<file path="src/hdl/sfd_pkg.sv">
`default_nettype none

package sfd_pkg;

    // Register file layout
    localparam int unsigned CFG_INDEX_W = 3;
    localparam int unsigned CFG_DATA_W  = 17;
    localparam int unsigned LEN_W       = 17;
    localparam int unsigned GAIN_W      = 16;
    localparam int unsigned CHAN_W      = 2;

    localparam logic [CFG_INDEX_W-1:0] CFG_DELAY_LENGTH  = 3'd0;
    localparam logic [CFG_INDEX_W-1:0] CFG_FEEDBACK_GAIN = 3'd1;
    localparam logic [CFG_INDEX_W-1:0] CFG_WET_GAIN      = 3'd2;
    localparam logic [CFG_INDEX_W-1:0] CFG_DRY_GAIN      = 3'd3;
    localparam logic [CFG_INDEX_W-1:0] CFG_CHANNEL_COUNT = 3'd4;

    // Register reset values
    localparam logic [LEN_W-1:0]  RST_DELAY_LENGTH  = 17'd7200;
    localparam logic [GAIN_W-1:0] RST_FEEDBACK_GAIN = 16'd16423;
    localparam logic [GAIN_W-1:0] RST_WET_GAIN      = 16'd9830;
    localparam logic [GAIN_W-1:0] RST_DRY_GAIN      = 16'd22938;
    localparam logic [CHAN_W-1:0] RST_CHANNEL_COUNT = 2'd2;
    localparam logic [CHAN_W-1:0] CHAN_MONO         = 2'd1;

    // Unsigned Q1.15 gain arithmetic, round half up
    localparam int Q_FRAC     = 15;
    localparam int ROUND_HALF = 16384;

    typedef struct packed {
        logic [GAIN_W-1:0] feedback;
        logic [GAIN_W-1:0] wet;
        logic [GAIN_W-1:0] dry;
    } t_gains;

    // Pipeline control from the position logic to each channel datapath
    typedef struct packed {
        logic s1_hit;   // entry read in stage 1 has been written before
        logic s1_fwd;   // take stage 1 delayed sample from the last writeback
        logic s2_vld;   // stage 2 holds a frame
        logic wr_en;    // write stage 2 result back this cycle
    } t_pipe_ctl;

endpackage

`default_nettype wire

</file>
<file path="src/hdl/sfd_ctrl.sv">
`default_nettype none

module sfd_ctrl #(
    parameter int MAX_DELAY = 65536
) (
    input  wire logic                         i_clk,
    input  wire logic                         i_rst_n,
    input  wire logic                         i_adv,
    input  wire logic                         i_accept,
    input  wire logic [sfd_pkg::LEN_W-1:0]    i_delay_length,
    output logic                              o_ready,
    output logic [$clog2(MAX_DELAY)-1:0]      o_rd_idx,
    output logic [$clog2(MAX_DELAY)-1:0]      o_wr_idx,
    output sfd_pkg::t_pipe_ctl                o_ctl
);

    localparam int AW = $clog2(MAX_DELAY);
    localparam int LW = $clog2(MAX_DELAY + 1);
    localparam int CW = (LW > sfd_pkg::LEN_W) ? LW : sfd_pkg::LEN_W;

    logic [AW-1:0] r_pos, n_pos;
    logic [AW:0]   r_fill, n_fill;
    logic          r_s1_vld, r_s1_hit, r_s2_vld, r_fw_vld;
    logic [AW-1:0] r_s1_idx, r_s2_idx, r_fw_idx;

    logic [CW-1:0] len_raw, len, idx_inc;
    logic [AW-1:0] idx;
    logic          hit, hazard;

    // Clamp length to 1..MAX_DELAY and pick the entry for this frame
    always_comb begin
        len_raw = CW'(i_delay_length);
        if (len_raw == '0) begin
            len = CW'(1);
        end else if (len_raw > CW'(MAX_DELAY)) begin
            len = CW'(MAX_DELAY);
        end else begin
            len = len_raw;
        end
        idx     = (CW'(r_pos) < len) ? r_pos : '0;
        idx_inc = CW'(idx) + CW'(1);
        n_pos   = (idx_inc >= len) ? '0 : idx_inc[AW-1:0];
        hit     = ({1'b0, idx} < r_fill);
        n_fill  = ({1'b0, idx} == r_fill) ? r_fill + 1'b1 : r_fill;
        // Hold a frame that reads the entry still being updated in stage 1
        hazard  = r_s1_vld && (r_s1_idx == idx);
    end

    assign o_ready  = i_adv && !hazard;
    assign o_rd_idx = idx;
    assign o_wr_idx = r_s2_idx;

    // Position and fill count advance per accepted frame
    always_ff @(posedge i_clk) begin
        if (!i_rst_n) begin
            r_pos  <= '0;
            r_fill <= '0;
        end else if (i_accept) begin
            r_pos  <= n_pos;
            r_fill <= n_fill;
        end
    end

    // Stage valids and the last writeback tag
    always_ff @(posedge i_clk) begin
        if (!i_rst_n) begin
            r_s1_vld <= 1'b0;
            r_s2_vld <= 1'b0;
            r_fw_vld <= 1'b0;
        end else if (i_adv) begin
            r_s1_vld <= i_accept;
            r_s2_vld <= r_s1_vld;
            if (r_s2_vld) begin
                r_fw_vld <= 1'b1;
            end
        end
    end

    // Stage indexes
    always_ff @(posedge i_clk) begin
        if (i_adv) begin
            r_s1_idx <= idx;
            r_s1_hit <= hit;
            r_s2_idx <= r_s1_idx;
            if (r_s2_vld) begin
                r_fw_idx <= r_s2_idx;
            end
        end
    end

    always_comb begin
        o_ctl.s1_hit = r_s1_hit;
        o_ctl.s1_fwd = r_fw_vld && (r_fw_idx == r_s1_idx);
        o_ctl.s2_vld = r_s2_vld;
        o_ctl.wr_en  = i_adv && r_s2_vld;
    end

    a_fill_bound: assert property (@(posedge i_clk) disable iff (!i_rst_n)
        r_fill <= (AW+1)'(MAX_DELAY))
        else $error("fill count beyond line depth");

    a_idx_in_fill: assert property (@(posedge i_clk) disable iff (!i_rst_n)
        {1'b0, idx} <= r_fill)
        else $error("read entry beyond the written prefix");

    a_no_hazard_accept: assert property (@(posedge i_clk) disable iff (!i_rst_n)
        i_accept |-> !(r_s1_vld && (r_s1_idx == idx)))
        else $error("frame accepted over a pending update of its entry");

    a_adjacent_idx: assert property (@(posedge i_clk) disable iff (!i_rst_n)
        (r_s1_vld && r_s2_vld) |-> (r_s1_idx != r_s2_idx))
        else $error("adjacent stages hold the same entry");

endmodule

`default_nettype wire

</file>
<file path="config.mk">
export PLATFORM = sky130hd
export DESIGN_NAME = sfd_ctrl
export DESIGN_NICKNAME = d
export VERILOG_FILES = /design/src/hdl/sfd_pkg.sv /design/src/hdl/sfd_ctrl.sv
export SDC_FILE = /design/constraint.sdc
export NUM_CORES = 1
export LEC_CHECK = 0
export ABC_CLOCK_PERIOD_IN_PS = 20900
export BUFFER_PORTS_ARGS = -buffer_cell sky130_fd_sc_hd__clkbuf_2
export CORE_ASPECT_RATIO = 1.75
export CORE_MARGIN = 3
export CORE_UTILIZATION = 60
export CTS_BUF_LIST = sky130_fd_sc_hd__clkbuf_16
export DETAILED_ROUTE_END_ITERATION = 8
export PLACE_DENSITY = 0.85
export REMOVE_ABC_BUFFERS = 1
export SKIP_CTS_REPAIR_TIMING = 1
export SLEW_MARGIN = 20
export SYNTH_ARGS = -nofsm -noshare
export SYNTH_HDL_FRONTEND = slang
export SYNTH_SLANG_ARGS = --single-unit
</file>
<file path="constraint.sdc">
create_clock -name i_clk -period 20.9 [get_ports i_clk]
set_input_delay 4.18 -clock i_clk [delete_from_list [all_inputs] [get_ports i_clk]]
set_output_delay 4.18 -clock i_clk [all_outputs]
set_load 0.05 [all_outputs]
</file>
### Yosys cells after proc, flatten, opt, wreduce, memory -nomap -nowiden

Cells that the tools add are included.

* register bits: 85
* input bits: 21
* output and inout port bits: 37
* word-level logic and storage cells: 30

* add/sub/neg operators: 2
* magnitude comparators: 4
* eq/ne operators: 3
* multiplexer cells: 4
* reduce and logical (&&, ||, !) cells: 8

Operators with widths (count)
* less-than comparator 16 x 17 -> 1 bit: 2
* 2-to-1 mux 17 bit: 2
* == test 16 bit: 2
* 2-to-1 mux 16 bit: 2
* adder 16 x 1 -> 17 bit, second input constant: 1
* adder 17 x 1 -> 17 bit, second input constant: 1
* == test 16 x 17 -> 1 bit: 1
* >= comparator 17 bit: 1
* greater-than comparator 17 bit, second input constant: 1
* logical NOT 17 bit: 1
* logical AND 1 bit: 4
* AND reduction 2 bit: 2
* logical NOT 1 bit: 1

### Logic depth before layout (Yosys ltp)

Gate-level depths: netlist (run 1).

* depth after elaboration: 9
* depth in mapped cells: 30
* mapped depth without buffers: 25

### Worst setup path after synthesis (run 1)

Ideal clock, no wire load.

* path type: in2out
* from: in i_delay_length[0] in the netlist's numbering
* to: out o_ready
* data arrival time: 8.374 ns
* required time: 16.720 ns
* setup slack: 8.346 ns
* stages on the path: 17
* path buffers: 4
* cells stage by stage: or4_1 -> nor2_1 -> nand2_1 -> nand2_1 -> clkbuf_1 -> nand2_1 -> ha_1 -> nand3_1 -> or4_1 -> a311o_1 -> buf_6 -> and3_1 -> clkbuf_1 -> buf_2 -> a22oi_1 -> nor4_1 -> a41oi_1

* cells in the longest elaborated chain, start to end: 9
* elaborated cells on any way between the ends: 10
* those cells by class: 2 x order compare; 1 x eq/ne; 3 x mux; 4 x reduce/logical

RTL lines
* from (decl): line sfd_ctrl.sv:10 `input wire logic [sfd_pkg::LEN_W-1:0] i_delay_length,`
* greater-than comparator 17 bit: line sfd_ctrl.sv:35 `end else if (len_raw > CW'(MAX_DELAY)) begin`
* 2-to-1 mux 17 bit: line sfd_ctrl.sv:35
* 2-to-1 mux 17 bit *: line sfd_ctrl.sv:33 `if (len_raw == '0) begin`
* less-than comparator 16 x 17 -> 1 bit *: line sfd_ctrl.sv:40 `idx = (CW'(r_pos) < len) ? r_pos : '0;`
* 2-to-1 mux 16 bit *: line sfd_ctrl.sv:40
* == test 16 bit *: line sfd_ctrl.sv:46 `hazard = r_s1_vld && (r_s1_idx == idx);`
* logical AND 1 bit *: line sfd_ctrl.sv:46
* logical NOT 1 bit *: line sfd_ctrl.sv:49 `assign o_ready = i_adv && !hazard;`
* logical AND 1 bit *: line sfd_ctrl.sv:49
* to (decl): line sfd_ctrl.sv:11 `output logic o_ready,`

Mark *: on every way between the ends. The rest lies on a longest branch, timed or not.

### Worst setup path after layout (run 1)

Same ends and word-level chain as after synthesis.

==> results.cfg, run 1 <==
[timing]
hold_slack_ns = 0.445
relSlewSlack = 0.276
worst_pin_slew_ns = 1.09
rsz0062_at_grt = no
period_minus_slack_ns = 12.71
setup_viol = 0
slew_viol_final = 0
hold_violations = 0
fin_tns_setup_ns = 0
fin_skew_ns = 0.0129
post-route-period-util = 0.608
fmax_ghz = 0.0787

[detailed_routing]
wl_per_cell_um = 19.5
viasPerCell = 6.44
drtAntennaViolNets = 0
drt_iter0_drc = 344
drtPass1Iterations = 5
vias = 4589
drc = 0
wirelength_um = 13900

[global_route]
grt_start_max_net_pins = 38
grt_pass1_vias = 4438
busiest_layer = met2
use_met3 = 0.0535
grt_util_all_layers = 0.284
use_met2 = 0.531
grt_pass1_wl_um = 21900
use_met1 = 0.294
antenna_found_initial = 0
overflow = 0

[worst_setup_path]
cp_top_family = simple AND/OR/NAND/NOR gates
critPathMostFrequentCell = nand2_1
critPathBufInv = 2
endpoint_kind = output pin
arrival_ns = 8.53
timing.rr.start = r_pos[4]$_SDFFE_PN0P_
cp_cell_sequence = clkbuf_2 > or4_1 > nor2_1 > nand2_1 > nand2_1 > nand2_1 > ha_1 > and2_1 > a221oi_1 > o22a_1 > and3_1 > nand3_1 > a221oi_1 > a41oi_1 > clkbuf_2
crit_required_ns = 16.72
reg2reg_depth = 20
path_depth = 15
setup.worst_path.start_class = input port
cp_slowest_cell = and3_1
max_stage_delay_ns = 0.81
cp-startpoint = i_delay_length[0]
critPathMaxFanout = 25
path_class = input port to output pin

[synth]
async_flop_share = 0
synth_warnings = 0
synth_area_sq_mm = 0.00531
post-synth-top-area-cell = edfxtp_1
synthTopCellsByArea = edfxtp_1 (28%), dfxtp_1 (14%), ha_1 (12%), xnor2_1 (5.1%), nand2_1 (3.2%)
synth_cell_types = 64
synth-seq-area-share = 0.413
synthFlopType = edfxtp_1
synth_top_cell_area_share = 0.277
synth-edff-count = 49
syn_inst = 552
ys_ff_latch = 85
syn_area_per_cell_sq_um = 9.62

[place]
hpwl_um = 10800
gp_congestion = 0.958
port_buffers = 57
dp.cells = 697

[floorplan]
die_x_um = 77.1
floorplan.die.height_um = 130
core_sq_mm = 0.00848
pin_count = 58
rows = 44
initial_core_util = 0.626
die-area_sq_mm = 0.0101

[final_layout]
nets = 663
fill_cells = 676
seqCellArea_sq_mm = 0.00219
area_delta_synth_final_pct = 11.0
multi_input_area_sq_mm = 0.00285
fin_cells = 713
antenna_cells = 0
drive_gt1_frac = 0.137

[power_and_ir_drop]
power_density_mw_per_mm2 = 63.8
worst_ir_drop_vdd_mv = 0.0565
p_leak_nw = 2.43

[clock_network]
cts_tree = built
numClockSinks = 85
path_clk_slew_ns = 0.06
cts_made_buffers = 9
cts_htree_levels = 3
clk_latency_ns = 0.35
cts_root_buf = clkbuf_16
clock_path_buffers = 2

[outcome]
status = complete, no violations

[min_path]
whs_path_depth = 0
hp-class = register to register
min_from = o_wr_idx[6]$_DFFE_PP_

[flow_run]
max_cap_viol_count = 0
state kept, by name (all words and copies together), names as in the netlist:
signal    cells
r_s1_hit      1
r_fw_vld      1
o_wr_idx     16
r_fill       17
r_fw_idx     16
r_s1_vld      1
r_s1_idx     16
r_s2_vld      1
r_pos        16
cells by family (layout without fill, tap and decap cells):
group | Yosys count | in the layout | share of synthesized area
simple gates | 203 | 203 | 0.209
compound gates | 103 | 103 | 0.134
flops | 85 | 85 | 0.413
buf+inv | 66 | 112 | 0.0507
fa+ha+maj | 49 | 49 | 0.115
xor+xnor | 41 | 41 | 0.0690
mux | 5 | 5 | 0.00943
worst paths after layout:
path	to	slack, ns
setup / recovery	o_ready	8.19
hold / removal	r_fw_idx[6]$_DFFE_PP_	0.45
setup reg to reg	r_pos[12]$_SDFFE_PN0P_	14.38
hold reg to reg	r_fw_idx[6]$_DFFE_PP_	0.45
placed cells by master (no fill, tap or decap), types with 10 or more instances in the layout:
cell type,instances
a21oi_1,25
nand4_1,17
nor2_1,36
dfxtp_1,36
and3_1,10
nand2_1,45
xnor2_1,31
nand3_1,23
clkbuf_2,57
ha_1,49
nor4_1,12
inv_1,39
edfxtp_1,49
a21o_1,15
o21ai_0,13
metrics by stage:
| step | worst slack [ns] | power (mW) | area, sq um | util |
|---|---|---|---|---|
| global placement | 8.39 | 0.231 | 5620 | 0.662 |
| finish | 8.19 | 0.376 | 5900 | 0.695 |
| detailed placement | 8.28 | 0.232 | 5620 | 0.663 |
| floorplan | 8.49 | 0.218 | 5190 | - |
| global route | 7.86 | 0.387 | 5900 | 0.695 |
| CTS | 8.24 | 0.376 | 5900 | 0.695 |
routing by layer:
layer  routed length (um)  share of wire
met5                    0              0
met4                  689          0.049
met3                  889          0.064
met2                 7370           0.53
met1                 4970           0.36
report_power, final:
group / internal [mW] / switching (mW)
Clock: 0.0808 / 0.0661
Sequential: 0.182 / 0.00554
Combinational: 0.0134 / 0.0278
Total: 0.277 / 0.0994
synth_stat cells (4+ instances only):
cell type  number
a211oi_1        5
a21o_1         15
a21oi_1        25
a31oi_1         5
a32oi_1         7
and2_1          9
and3_1         10
and4_1          6
buf_2           5
clkbuf_1       18
dfxtp_1        36
edfxtp_1       49
ha_1           49
inv_1          38
mux2i_1         5
nand2_1        45
nand3_1        23
nand3b_1        4
nand4_1        17
nor2_1         36
nor3_1          9
nor4_1         12
o211ai_1        6
o21ai_0        13
or2_1           5
or4_1           6
xnor2_1        31
xor2_1          9
cell type report:
class	instances	share of cell area
flip-flops and latches	85	0.372
well taps	115	0.0244
multi-input cells	401	0.484
inverters	39	0.0248
clock buffers	9	0.0382
clock inverters	7	0.00849
repair buffers	57	0.0484
(Power assumes the default switching activity.)
==> run 2, diff against run 1 <==
ABC_CLOCK_PERIOD_IN_PS = 13100   (was 20900)
CORE_UTILIZATION = 59   (was 60)
PLACE_DENSITY = 0.84   (was 0.85)
clock period = 13.1 ns   (was 20.9 ns; I/O delays follow)
==> run 2 against run 1 <==
Effect of this change: non-clock buffer count unchanged; design area increased by 0.53%; highest routed layer unchanged; register-to-register slack got worse by 7.6 ns; sequential cell count unchanged; clock power increased by 78%; routed wire length increased by 1.4%; clock skew decreased by 0.0061 ns.
==> results.cfg, run 2 (same netlist as run 1, synthesis figures left out) <==
[worst_setup_path]
reg2reg_depth = 19
max_stage_delay_ns = 0.80
setup.worst_path.start_class = input port
path_class = input port to output pin
cp_top_family = simple AND/OR/NAND/NOR gates
endpoint_kind = output pin
crit_required_ns = 10.48
cp_slowest_cell = and3_1
critPathMaxFanout = 25
r2r_slack_ns = 6.75
path_depth = 15
cp_cell_sequence = clkbuf_2 > or4_1 > nor2_1 > nand2_1 > nand2_1 > nand2_1 > ha_1 > and2_1 > a221oi_1 > o22a_1 > and3_1 > a21oi_1 > nor4_1 > a41oi_1 > clkbuf_2
critPathBufInv = 2
arrival_ns = 7.21
reg2reg_to = r_pos[15]$_SDFFE_PN0P_
timing.rr.start = r_pos[4]$_SDFFE_PN0P_
critPathMostFrequentCell = nand2_1

[place]
hpwl_um = 10800
gp_congestion = 0.931
port_buffers = 57

[final_layout]
mostFrequentLayoutCells = clkbuf_2 (57), ha_1 (49), edfxtp_1 (49)
final_common_cell = clkbuf_2
area_delta_synth_final_pct = 11.6
multi_input_area_sq_mm = 0.00285
seqCellArea_sq_mm = 0.00219
antenna_cells = 0
max_flop_register = r_fill
drive_gt1_frac = 0.130
largest_reg_flops = 17
fill_cells = 684
nets = 663

[floorplan]
pin_count = 58
core_sq_mm = 0.00873
die-area_sq_mm = 0.0102
rows = 45
die_x_um = 77.7
floorplan.die.height_um = 132
initial_core_util = 0.608

[timing]
post-route-period-util = 0.751
hold_violations = 0
setup_viol = 0
rsz0062_at_grt = no
fin_skew_ns = 0.00680
fmax_ghz = 0.102
worst_pin_slew_ns = 1.08
relSlewSlack = 0.274
fin_tns_setup_ns = 0
slew_viol_final = 0
period_minus_slack_ns = 9.83

[clock_network]
cts_made_buffers = 9
numClockSinks = 85
cts_tree = built
clock_path_buffers = 2
cts_root_buf = clkbuf_16
path_clk_slew_ns = 0.05
cts_htree_levels = 3
clk_latency_ns = 0.34

[detailed_routing]
viasPerCell = 6.33
wirelength_um = 14100
drtAntennaViolNets = 0
drtPass1Iterations = 5
drt_iter0_drc = 317
drc = 0
vias = 4529
wl_per_cell_um = 19.7

[flow_run]
max_cap_viol_count = 0

[power_and_ir_drop]
p_seq_frac = 0.479
pwr-share-clk = 0.417
worst_ir_drop_vdd_mv = 0.0965
p_leak_nw = 2.45
power_density_mw_per_mm2 = 106
p_switching_mw = 0.151
p_int_mw = 0.477
p_comb_frac = 0.105
swShare = 0.240
finalPower_mw = 0.628

[global_route]
use_met2 = 0.512
busiest_layer = met2
grt_start_max_net_pins = 38
use_met1 = 0.307
overflow = 0
use_met3 = 0.0562
grt_util_all_layers = 0.286
grt_pass1_vias = 4629
grt_pass1_wl_um = 22800
antenna_found_initial = 0

[min_path]
whs_endpoint = r_fw_idx[5]$_DFFE_PP_
hp-class = register to register
min_from = o_wr_idx[5]$_DFFE_PP_
whs_path_depth = 0

[outcome]
status = complete, no violations
-- run 2: cell type report --
class | instances | share of cell area
multi-input combinational | 401 | 0.481
sequential | 85 | 0.370
timing repair buffer | 57 | 0.0481
clock buffer | 9 | 0.0380
inverter | 39 | 0.0247
tap | 117 | 0.0247
clock inverter | 7 | 0.0139
-- run 2: worst max path at each step --
stage	start	to	slack, ns
floorplan	i_delay_length[0]	o_ready	3.81
global placement	i_delay_length[0]	o_ready	3.51
detailed placement	i_delay_length[0]	o_ready	3.42
CTS	i_delay_length[0]	o_ready	3.41
global route	i_delay_length[0]	o_ready	3.01
finish	i_delay_length[0]	o_ready	3.27
-- run 2: worst reg2reg max path: cells and delay by family, from the launching register on --
kind | cells | cell delay, ns
adders and majority gates | 3 | 0.86
DFF | 1 | 0.59
xor gates and xnor gates | 1 | 0.15
AOI/OAI and AO/OA | 5 | 2.02
buffers and inverters | 1 | 0.17
and+or+nand+nor | 9 | 2.51
-- run 2: power groups by stage --
stage | sequential [mW] | clock (mW) | combinational (mW)
after floorplan | 0.314 | 0 | 0.0335
after global placement | 0.305 | 0 | 0.0628
after detailed placement | 0.306 | 0 | 0.0649
after CTS | 0.300 | 0.265 | 0.0655
after global routing | 0.301 | 0.276 | 0.0722
final | 0.300 | 0.262 | 0.0657
-- run 2: per-layer routing --
layer,wire length [um],vias up
met4,767,0
li1,-,2119
met3,837,62
met1,5140,2138
met5,0,-
met2,7370,210
-- run 2: through the flow --
step	setup WS [ns]	hold slack (ns)	utilization	area, sq um	instances
4_1_cts	3.41	0.456	0.679	5930	715
6_report	3.27	0.455	0.679	5930	715
3_5_place_dp	3.42	0.441	0.644	5620	699
3_3_place_gp	3.51	0.429	0.644	5620	699
2_1_floorplan	3.81	0.438	-	5190	525
5_1_grt	3.01	0.467	0.679	5930	715
==> run 3, diff against run 2 <==
ABC_CLOCK_PERIOD_IN_PS = 9700   (was 13100)
clock period = 9.7 ns   (was 13.1 ns; I/O delays follow)
==> run 3 against run 2 <==
Effect of this change: via count decreased by 0.35%; sequential power increased by 35%; clock power increased by 39%; clock skew increased by 0.00086 ns; setup slack got worse by 2.1 ns; global-route usage decreased by 0.77 points; first-iteration DRC count increased by 30%; power increased by 37%; core utilization increased by 0.23 points; critical path depth increased by 11; sequential share of layout area decreased by 0.12 points; worst hold slack got worse by 0.0026 ns; largest cell class unchanged; highest routed layer unchanged.
==> results.cfg, run 3 (same netlist as run 1, synthesis figures left out) <==
[worst_setup_path]
max_stage_delay_ns = 0.78
cp_slowest_cell = and3_1
critPathMaxFanout = 25
critPathMostFrequentCell = nand2_1
arrival_ns = 8.73
path_class = input port to register
crit_required_ns = 9.93
setup.worst_path.start_class = input port
endpoint_kind = register

[detailed_routing]
wl_per_cell_um = 19.2
drc = 0
wirelength_um = 13800
drtAntennaViolNets = 0
drtPass1Iterations = 5
viasPerCell = 6.30
vias = 4513
drt_iter0_drc = 413

[place]
hpwl_um = 10500
gp_congestion = 0.976
port_buffers = 57
dp.cells = 700

[timing]
hold_slack_ns = 0.452
fin_skew_ns = 0.00766
post-route-period-util = 0.877
rsz0062_at_grt = no
period_minus_slack_ns = 8.50
fin_tns_setup_ns = 0
slew_viol_final = 0
hold_violations = 0
setup_viol = 0
relSlewSlack = 0.395
fmax_ghz = 0.118
worst_pin_slew_ns = 0.907

[clock_network]
cts_root_buf = clkbuf_16
cts_made_buffers = 9
clock_path_buffers = 2
cts_htree_levels = 3
numClockSinks = 85
path_clk_slew_ns = 0.06
cts_tree = built
clk_latency_ns = 0.34

[global_route]
grt_pass1_vias = 4508
grt_start_max_net_pins = 38
grt_util_all_layers = 0.279
antenna_found_initial = 0
grt_pass1_wl_um = 22400
overflow = 0

[floorplan]
die-area_sq_mm = 0.0102
initial_core_util = 0.608
pin_count = 58
core_sq_mm = 0.00873
die_x_um = 77.7
rows = 45
floorplan.die.height_um = 132

[outcome]
status = complete, no violations

[flow_run]
max_cap_viol_count = 0

[power_and_ir_drop]
worst_ir_drop_vdd_mv = 0.141
p_leak_nw = 2.46
power_density_mw_per_mm2 = 144
finalPower_mw = 0.858

[min_path]
hp-class = register to register

[final_layout]
max_flop_register = r_fill
nets = 664
largest_reg_flops = 17
fin_util = 0.681
mostFrequentLayoutCells = clkbuf_2 (57), ha_1 (49), edfxtp_1 (49)
area_delta_synth_final_pct = 12.0
drive_gt1_frac = 0.137
fill_cells = 674
fin_cells = 716
final_common_cell = clkbuf_2
antenna_cells = 0
## run 3: layout make-up
cell class / count / area [sq um] / share of cell area
multi-input combinational: 401 / 2850 / 0.480
sequential: 85 / 2190 / 0.369
timing repair buffer: 58 / 293 / 0.0492
clock buffer: 9 / 225 / 0.0379
inverter: 39 / 146 / 0.0246
tap: 117 / 146 / 0.0246
clock inverter: 7 / 91.3 / 0.0154
## run 3: path summary, 6_finish.rpt
check                             start                      to  slack (ns)  cells past startpoint
setup / recovery      i_delay_length[0]  r_pos[12]$_SDFFE_PN0P_        1.20                     26
setup reg to reg  r_pos[4]$_SDFFE_PN0P_  r_pos[12]$_SDFFE_PN0P_        3.55                     20
hold reg to reg   o_wr_idx[2]$_DFFE_PP_   r_fw_idx[2]$_DFFE_PP_        0.45                      0
hold / removal    o_wr_idx[2]$_DFFE_PP_   r_fw_idx[2]$_DFFE_PP_        0.45                      0
## run 3: critical path, delay by kind of cell
family | cells | cell delay [ns]
AND/OR/NAND/NOR | 15 | 3.95
AO/OA/AOI/OAI | 5 | 1.50
adder cells (fa/ha/maj) | 3 | 0.86
buffers and inverters | 2 | 0.25
XOR/XNOR | 1 | 0.22
## run 3: where the power goes
group / switching, mW / internal (mW) / total, mW
registers: 0.0125 / 0.393 / 0.406
logic: 0.0594 / 0.0293 / 0.0887
clock network: 0.139 / 0.224 / 0.364
total: 0.211 / 0.647 / 0.858
## run 3: through the flow
| step | setup slack [ns] | area (sq um) |
|---|---|---|
| global route | 0.644 | 5950 |
| global placement | 1.15 | 5630 |
| CTS | 1.26 | 5940 |
| detailed placement | 0.892 | 5630 |
| floorplan | 1.72 | 5190 |
| finish | 1.20 | 5950 |
## run 3: routing by layer
metal,share of wire,GRT usage,vias to the layer above
met5,0,0,-
met4,0.062,0.180,0
met3,0.055,0.0405,69
met2,0.52,0.481,225
met1,0.36,0.312,2105
li1,-,-,2114
